<file path="config.mk">
export PLATFORM = sky130hd
export DESIGN_NAME = cigar_to_aligned_boundaries_core
export DESIGN_NICKNAME = d
export VERILOG_FILES = /design/src/rtl/cta_pkg.sv /design/src/rtl/cigar_to_aligned_boundaries_core.sv
export SDC_FILE = /design/constraint.sdc
export NUM_CORES = 1
export LEC_CHECK = 0
export BUFFER_PORTS_ARGS = -buffer_cell sky130_fd_sc_hd__buf_2
export CAP_MARGIN = 10
export CORE_MARGIN = 3
export CORE_UTILIZATION = 40
export DETAILED_ROUTE_END_ITERATION = 10
export GPL_ROUTABILITY_DRIVEN = 0
export GPL_TIMING_DRIVEN = 0
export PLACE_DENSITY_LB_ADDON = 0.25
export REMOVE_ABC_BUFFERS = 1
export SYNTH_ARGS = -nofsm -noshare
export SYNTH_HDL_FRONTEND = slang
export SYNTH_SLANG_ARGS = --single-unit
</file>
<file path="constraint.sdc">
create_clock -name clk -period 8.4 [get_ports clk]
set_input_delay 1.68 -clock clk [delete_from_list [all_inputs] [get_ports clk]]
set_output_delay 1.68 -clock clk [all_outputs]
set_load 0.01 [all_outputs]
</file>
<file path="src/rtl/cta_pkg.sv">
// ----------------------------------------------------------------------------
// CIGAR to aligned boundaries package
// Shared item types, character codes and default sizes for the boundary core.
// ----------------------------------------------------------------------------
package cta_pkg;

    localparam int DEFAULT_POSITION_BITS = 31;
    localparam int BOUNDARY_BITS         = 31;
    localparam int INDEX_BITS            = 8;
    localparam int CHAR_BITS             = 8;

    localparam logic [CHAR_BITS-1:0] CH_0       = 8'h30;
    localparam logic [CHAR_BITS-1:0] CH_9       = 8'h39;
    localparam logic [CHAR_BITS-1:0] CH_M       = 8'h4D;
    localparam logic [CHAR_BITS-1:0] CH_LOWER_M = 8'h6D;
    localparam logic [CHAR_BITS-1:0] CH_EQUAL   = 8'h3D;
    localparam logic [CHAR_BITS-1:0] CH_X       = 8'h58;
    localparam logic [CHAR_BITS-1:0] CH_N       = 8'h4E;
    localparam logic [CHAR_BITS-1:0] CH_D       = 8'h44;
    localparam logic [CHAR_BITS-1:0] CH_I       = 8'h49;
    localparam logic [CHAR_BITS-1:0] CH_STAR    = 8'h2A;

    localparam logic ACTION_BEGIN = 1'b0;
    localparam logic ACTION_CHAR  = 1'b1;

    typedef struct packed {
        logic                     action;
        logic [BOUNDARY_BITS-1:0] start_position;
        logic [CHAR_BITS-1:0]     cigar_char;
        logic                     end_of_cigar;
    } cigar_item_t;

    typedef struct packed {
        logic [BOUNDARY_BITS-1:0] boundary;
        logic [INDEX_BITS-1:0]    boundary_index;
        logic                     empty_read;
        logic                     last;
    } bound_item_t;

    typedef struct packed {
        bound_item_t res0;
        bound_item_t res1;
        logic        two;
    } bound_row_t;

endpackage

</file>
<file path="src/rtl/cigar_to_aligned_boundaries_core.sv">
// ----------------------------------------------------------------------------
// CIGAR to aligned boundaries core
// Turns a read's start position and its CIGAR characters into block boundaries.
// ----------------------------------------------------------------------------
// One item is taken every cycle while a buffer row is free. A begin item sets
// the start position; each CIGAR character updates the length and boundary
// state in the same cycle and yields up to two results, which are written as
// one row into a two-row result buffer and delivered from it one per cycle
// while bound_stall is low, res0 before res1 when a row holds two results; the
// input stalls only while both rows hold undelivered results.
module cigar_to_aligned_boundaries_core #(
    parameter int POSITION_BITS = cta_pkg::DEFAULT_POSITION_BITS
) (
    input  logic                  clk,
    input  logic                  rst_n,
    input  logic                  cigar_valid,
    output logic                  cigar_stall,
    input  cta_pkg::cigar_item_t  cigar_item,
    output logic                  bound_valid,
    input  logic                  bound_stall,
    output cta_pkg::bound_item_t  bound_item
);

    localparam int PB = POSITION_BITS;
    localparam int BB = cta_pkg::BOUNDARY_BITS;
    localparam int EW = (PB > BB) ? PB : BB;
    localparam logic [PB-1:0] POS_MAX = {PB{1'b1}};
    localparam logic [cta_pkg::INDEX_BITS-1:0] INDEX_MAX = {cta_pkg::INDEX_BITS{1'b1}};

    logic [PB-1:0]                  held_reg, held_next;
    logic [PB-1:0]                  run_reg, run_next;
    logic                           ins_reg, ins_next;
    logic [cta_pkg::INDEX_BITS-1:0] count_reg, count_next;
    logic                           star_reg, star_next;

    cta_pkg::bound_row_t rows_reg [2];
    logic                wr_ptr_reg, wr_ptr_next;
    logic                rd_ptr_reg, rd_ptr_next;
    logic [1:0]          fill_reg, fill_next;
    logic                sel_reg, sel_next;

    logic                cigar_accept;
    logic                bound_accept;
    logic                pop;
    logic                push;
    cta_pkg::bound_row_t row_new;
    cta_pkg::bound_row_t head;

    logic [PB+3:0] acc_wide;
    logic [PB-1:0] run_digit;
    logic [PB:0]   sum_wide;
    logic [PB-1:0] sum_sat;
    logic [EW-1:0] start_wide;
    logic [PB-1:0] start_sat;
    logic [EW-1:0] held_wide;
    logic [EW-1:0] held_next_wide;

    logic [cta_pkg::CHAR_BITS-1:0] c;
    logic is_digit, is_match, is_gap, is_ins, is_star;
    logic append;

    assign cigar_stall  = (fill_reg == 2'd2);
    assign cigar_accept = cigar_valid && !cigar_stall;
    assign bound_valid  = (fill_reg != 2'd0);
    assign bound_accept = bound_valid && !bound_stall;

    assign head       = rows_reg[rd_ptr_reg];
    assign bound_item = sel_reg ? head.res1 : head.res0;
    assign pop        = bound_accept && (sel_reg == head.two);

    assign c        = cigar_item.cigar_char;
    assign is_digit = (c >= cta_pkg::CH_0) && (c <= cta_pkg::CH_9);
    assign is_match = (c == cta_pkg::CH_M) || (c == cta_pkg::CH_LOWER_M) ||
                      (c == cta_pkg::CH_EQUAL) || (c == cta_pkg::CH_X);
    assign is_gap   = (c == cta_pkg::CH_N) || (c == cta_pkg::CH_D);
    assign is_ins   = (c == cta_pkg::CH_I);
    assign is_star  = (c == cta_pkg::CH_STAR);

    assign acc_wide  = ({4'b0, run_reg} << 3) + ({4'b0, run_reg} << 1)
                     + (PB+4)'(c[3:0]);
    assign run_digit = (acc_wide > (PB+4)'(POS_MAX)) ? POS_MAX : acc_wide[PB-1:0];

    assign sum_wide = {1'b0, held_reg} + {1'b0, run_reg};
    assign sum_sat  = sum_wide[PB] ? POS_MAX : sum_wide[PB-1:0];

    assign start_wide = EW'(cigar_item.start_position);
    assign start_sat  = (start_wide > EW'(POS_MAX)) ? POS_MAX : start_wide[PB-1:0];

    always_comb
    begin
        held_next      = held_reg;
        run_next       = run_reg;
        ins_next       = ins_reg;
        count_next     = count_reg;
        star_next      = star_reg;
        append         = 1'b0;
        push           = 1'b0;
        row_new        = '0;
        held_next_wide = '0;

        if (cigar_item.action == cta_pkg::ACTION_BEGIN)
        begin
            held_next  = start_sat;
            run_next   = '0;
            ins_next   = 1'b0;
            count_next = '0;
            star_next  = 1'b0;
        end
        else
        begin
            if (is_digit)
            begin
                run_next = run_digit;
            end
            else
            begin
                run_next = '0;
                if (is_star)
                begin
                    if (count_reg == '0)
                    begin
                        star_next = 1'b1;
                    end
                end
                else if (!star_reg)
                begin
                    if (is_match)
                    begin
                        if (ins_reg)
                        begin
                            held_next = sum_sat;
                            ins_next  = 1'b0;
                        end
                        else
                        begin
                            append = 1'b1;
                        end
                    end
                    else if (is_gap)
                    begin
                        append = 1'b1;
                    end
                    else if (is_ins)
                    begin
                        ins_next = 1'b1;
                    end
                end
            end

            if (append)
            begin
                held_next  = sum_sat;
                count_next = (count_reg == INDEX_MAX) ? count_reg : count_reg + 1'b1;
            end

            held_next_wide = EW'(held_next);

            row_new.res0.boundary       = held_wide[BB-1:0];
            row_new.res0.boundary_index = count_reg;
            row_new.res0.empty_read     = 1'b0;
            row_new.res0.last           = 1'b0;

            if (cigar_item.end_of_cigar)
            begin
                if (star_next)
                begin
                    row_new.res1.boundary       = '0;
                    row_new.res1.boundary_index = '0;
                    row_new.res1.empty_read     = 1'b1;
                end
                else
                begin
                    row_new.res1.boundary       = held_next_wide[BB-1:0];
                    row_new.res1.boundary_index = count_next;
                    row_new.res1.empty_read     = 1'b0;
                end
                row_new.res1.last = 1'b1;
                if (!append)
                begin
                    row_new.res0 = row_new.res1;
                end
                row_new.two = append;
                held_next   = '0;
                run_next    = '0;
                ins_next    = 1'b0;
                count_next  = '0;
                star_next   = 1'b0;
            end

            push = append || cigar_item.end_of_cigar;
        end
    end

    assign held_wide = EW'(held_reg);

    always_comb
    begin
        wr_ptr_next = wr_ptr_reg;
        rd_ptr_next = rd_ptr_reg;
        sel_next    = sel_reg;
        fill_next   = fill_reg;
        if (cigar_accept && push)
        begin
            wr_ptr_next = !wr_ptr_reg;
        end
        if (bound_accept)
        begin
            sel_next = !pop;
        end
        if (pop)
        begin
            rd_ptr_next = !rd_ptr_reg;
        end
        fill_next = fill_reg + 2'(cigar_accept && push) - 2'(pop);
    end

    always_ff @(posedge clk or negedge rst_n)
    begin
        if (!rst_n)
        begin
            held_reg   <= '0;
            run_reg    <= '0;
            ins_reg    <= 1'b0;
            count_reg  <= '0;
            star_reg   <= 1'b0;
            wr_ptr_reg <= 1'b0;
            rd_ptr_reg <= 1'b0;
            fill_reg   <= '0;
            sel_reg    <= 1'b0;
        end
        else
        begin
            if (cigar_accept)
            begin
                held_reg  <= held_next;
                run_reg   <= run_next;
                ins_reg   <= ins_next;
                count_reg <= count_next;
                star_reg  <= star_next;
            end
            wr_ptr_reg <= wr_ptr_next;
            rd_ptr_reg <= rd_ptr_next;
            fill_reg   <= fill_next;
            sel_reg    <= sel_next;
        end
    end

    always_ff @(posedge clk)
    begin
        if (cigar_accept && push)
        begin
            rows_reg[wr_ptr_reg] <= row_new;
        end
    end

endmodule

</file>
==> run metrics <==
status=finished clean; Die Area=38,600 um2; leading area contributor after synthesis=edfxtp_1; Mapped Cells=1,331; Routed WL=just under 40,000 um; crit end category=flop; most frequent cells in the layout=edfxtp_1, nor2_1, a21oi_1; asr flop ratio synth=a little under a third; clock sink count=243; crit path capture=run_reg[12]; most common cell after layout, fill and taps aside=edfxtp_1; Netlist cell types=71; setup TNS=0 ps; R2R Path End=run_reg[12]; First DRT Iteration DRCs=1,059; Post-synth EDFFs=approximately 170; FP Rows=between 60 and 70; Cell Area, Placed=15,700 um2; Pleak=6.77 nW; Worst Hold Class=reg2reg; Area growth syn-to-layout=14.2%; yosys warns=0; Nets=1,530; Worst Tran Pin Value=1190 ps; CTS Buf Count=24; gr ovfl total=0; IO Pins=88; Seq/Total Area, Yosys=47.6%; Post CTS Setup Buffer Count=0; fin area=16,600 um2; gr usage total=19.8%; # H-tree levels=1; per-cell routed wire length=20.7 um; DRC violations left=0; fin. max-slew vios=0; # setup viols final=0; fillers=3,235; netlist area before placement=14,500 um2; Synth top area share=between 30% and 40%; Max-cap violations=0; DRT Pass-1 Iters=6; global-route wire length before repair=61,200 um; Routed Antenna Nets=0; Reg2Reg Setup Slack=between 4000 and 5000 ps; Final Hold Viols=0; FF-to-FF Start=run_reg[0]; Crit Path Class=in2reg; Final HPWL DP=29,000 um; Final period util=62.2%; IR drop worst, VDD=between 0.15 and 0.2 mV; main flop type after synthesis=edfxtp_1; CP Launch Point=cigar_item[4]; Starting Density=40.7%; Synth Register Bits=243; max reg flops=166; Clock Latency Late Sink=520 ps; largest net degree at the start of global routing=40; # port buffers=87; vias in the first global route=10,900; crit path time final=5230 ps; RSZ-0062 raised after global routing=false; die span in x=196 um; WP data required=roughly 9000 ps; Core Area=35,700 um2; clk buf depth=3; vias post-DR=11,100; critical path fanouts, max=24; # hold bufs at CTS=0; Worst-path clk slew=60 ps; synth top area cells=edfxtp_1, dfrtp_1, ha_1, mux4_2, a21oi_1; initial antenna violation count=0; DR vias/cell=5.96; Reg2Reg Depth=14; Max Clock Freq=191 MHz; post-CTS sizing=0; type of origin of the critical path=input port; syn_area_per_cell=between 10 and 15 um2; share of post-route cells with drive strength above 1=roughly 15%; Chip Height=approximately 200 um; PwrDens=239 nW/um2; crit path DAT=5620 ps; Slew headroom=20.1%; Clock Skew=13.2 ps; Root Buffer=clkbuf_16; CTS tree=done
-- kinds of logic (layout without fill, tap and decap cells) --
kind of cell	count (synthesis)	count (layout)	share of synthesized area, %
AOI/OAI and AO/OA	400	400	18.1
and+or+nand+nor	369	369	12.1
DFF	243	243	47.6
buffers and inverters	111	184	3.04
adders and majority gates	99	99	8.69
xor gates and xnor gates	64	64	3.86
muxes	45	45	6.65
other	0	2	0
-- through the flow --
stage                     hold slack [ps]  setup slack, ps  total power [mW]  std cells  utilization (%)
after floorplan                       468             1180              2.38       1253                -
after global placement                481            -1920              2.80       1801             42.7
after detailed placement              484             2450              2.84       1820             44.0
after CTS                             497             2950              3.99       1864             46.4
after global routing                  531             2930              4.18       1865             46.5
final                                 494             3170              3.96       1867             46.5
-- metal layers --
layer	global-route usage (%)	up-vias	part of all wire, %
met5	0	-	0
met4	4.96	0	2.2
met3	2.05	55	5.4
met2	33.1	316	48
li1	-	5224	-
met1	27.9	5535	45
-- Yosys cell counts, drive strengths merged (4+ instances only) --
| library cell | instances |
|---|---|
| a221oi | 8 |
| nor4 | 4 |
| nor2 | 121 |
| and4 | 5 |
| buf | 12 |
| ha | 96 |
| nand2 | 89 |
| o41ai | 4 |
| o21ai | 93 |
| o21a | 12 |
| nand3 | 27 |
| nand2b | 10 |
| xnor2 | 37 |
| a221o | 31 |
| edfxtp | 166 |
| a41oi | 5 |
| a21oi | 109 |
| nor3 | 32 |
| o211ai | 16 |
| and2 | 25 |
| xor2 | 27 |
| o31ai | 8 |
| inv | 33 |
| o21bai | 5 |
| o22ai | 4 |
| nand4 | 16 |
| mux4 | 41 |
| a211oi | 18 |
| nor2b | 7 |
| clkbuf | 66 |
| and3 | 14 |
| a31oi | 30 |
| or3 | 6 |
| a21o | 26 |
| dfrtp | 77 |
-- area by class of cell --
class | count | area [um2] | share of cell area (%)
Multi-Input combinational cell | 977 | 7210 | 43.5
Sequential cell | 243 | 6920 | 41.7
Timing Repair Buffer | 107 | 882 | 5.32
Clock buffer | 28 | 647 | 3.90
Tap cell | 461 | 577 | 3.48
Clock inverter | 16 | 209 | 1.26
Inverter | 33 | 124 | 0.747
Antenna cell | 2 | 5.00 | 0.0302
-- report_power, final --
group	switching (mW)	total, mW	internal, mW
registers	0.148	1.59	1.44
logic	0.688	1.22	0.534
clock network	0.466	1.15	0.682
-- critical path: stages --
cell	delay (ps)
buf_2	130
inv_1	120
fa_1	610
inv_1	60
ha_1	310
a211oi_2	300
nor3_2	110
or3_1	410
o21ai_2	200
o41ai_4	140
a41oi_1	310
mux2_1	350
o31a_1	410
buf_16	220
a221o_1	270
-- worst min path at each step --
stage | startpoint | to | slack [ps] | cells after the start
finish | fill_reg[1] | fill_reg[1] | 490 | 1
detailed placement | fill_reg[1] | fill_reg[1] | 480 | 1
global route | fill_reg[1] | fill_reg[1] | 530 | 1
CTS | fill_reg[1] | fill_reg[1] | 500 | 1
floorplan | fill_reg[1] | fill_reg[1] | 470 | 1
global placement | wr_ptr_reg | wr_ptr_reg | 480 | 1
Note: power is estimated with default switching activity, not from simulation.
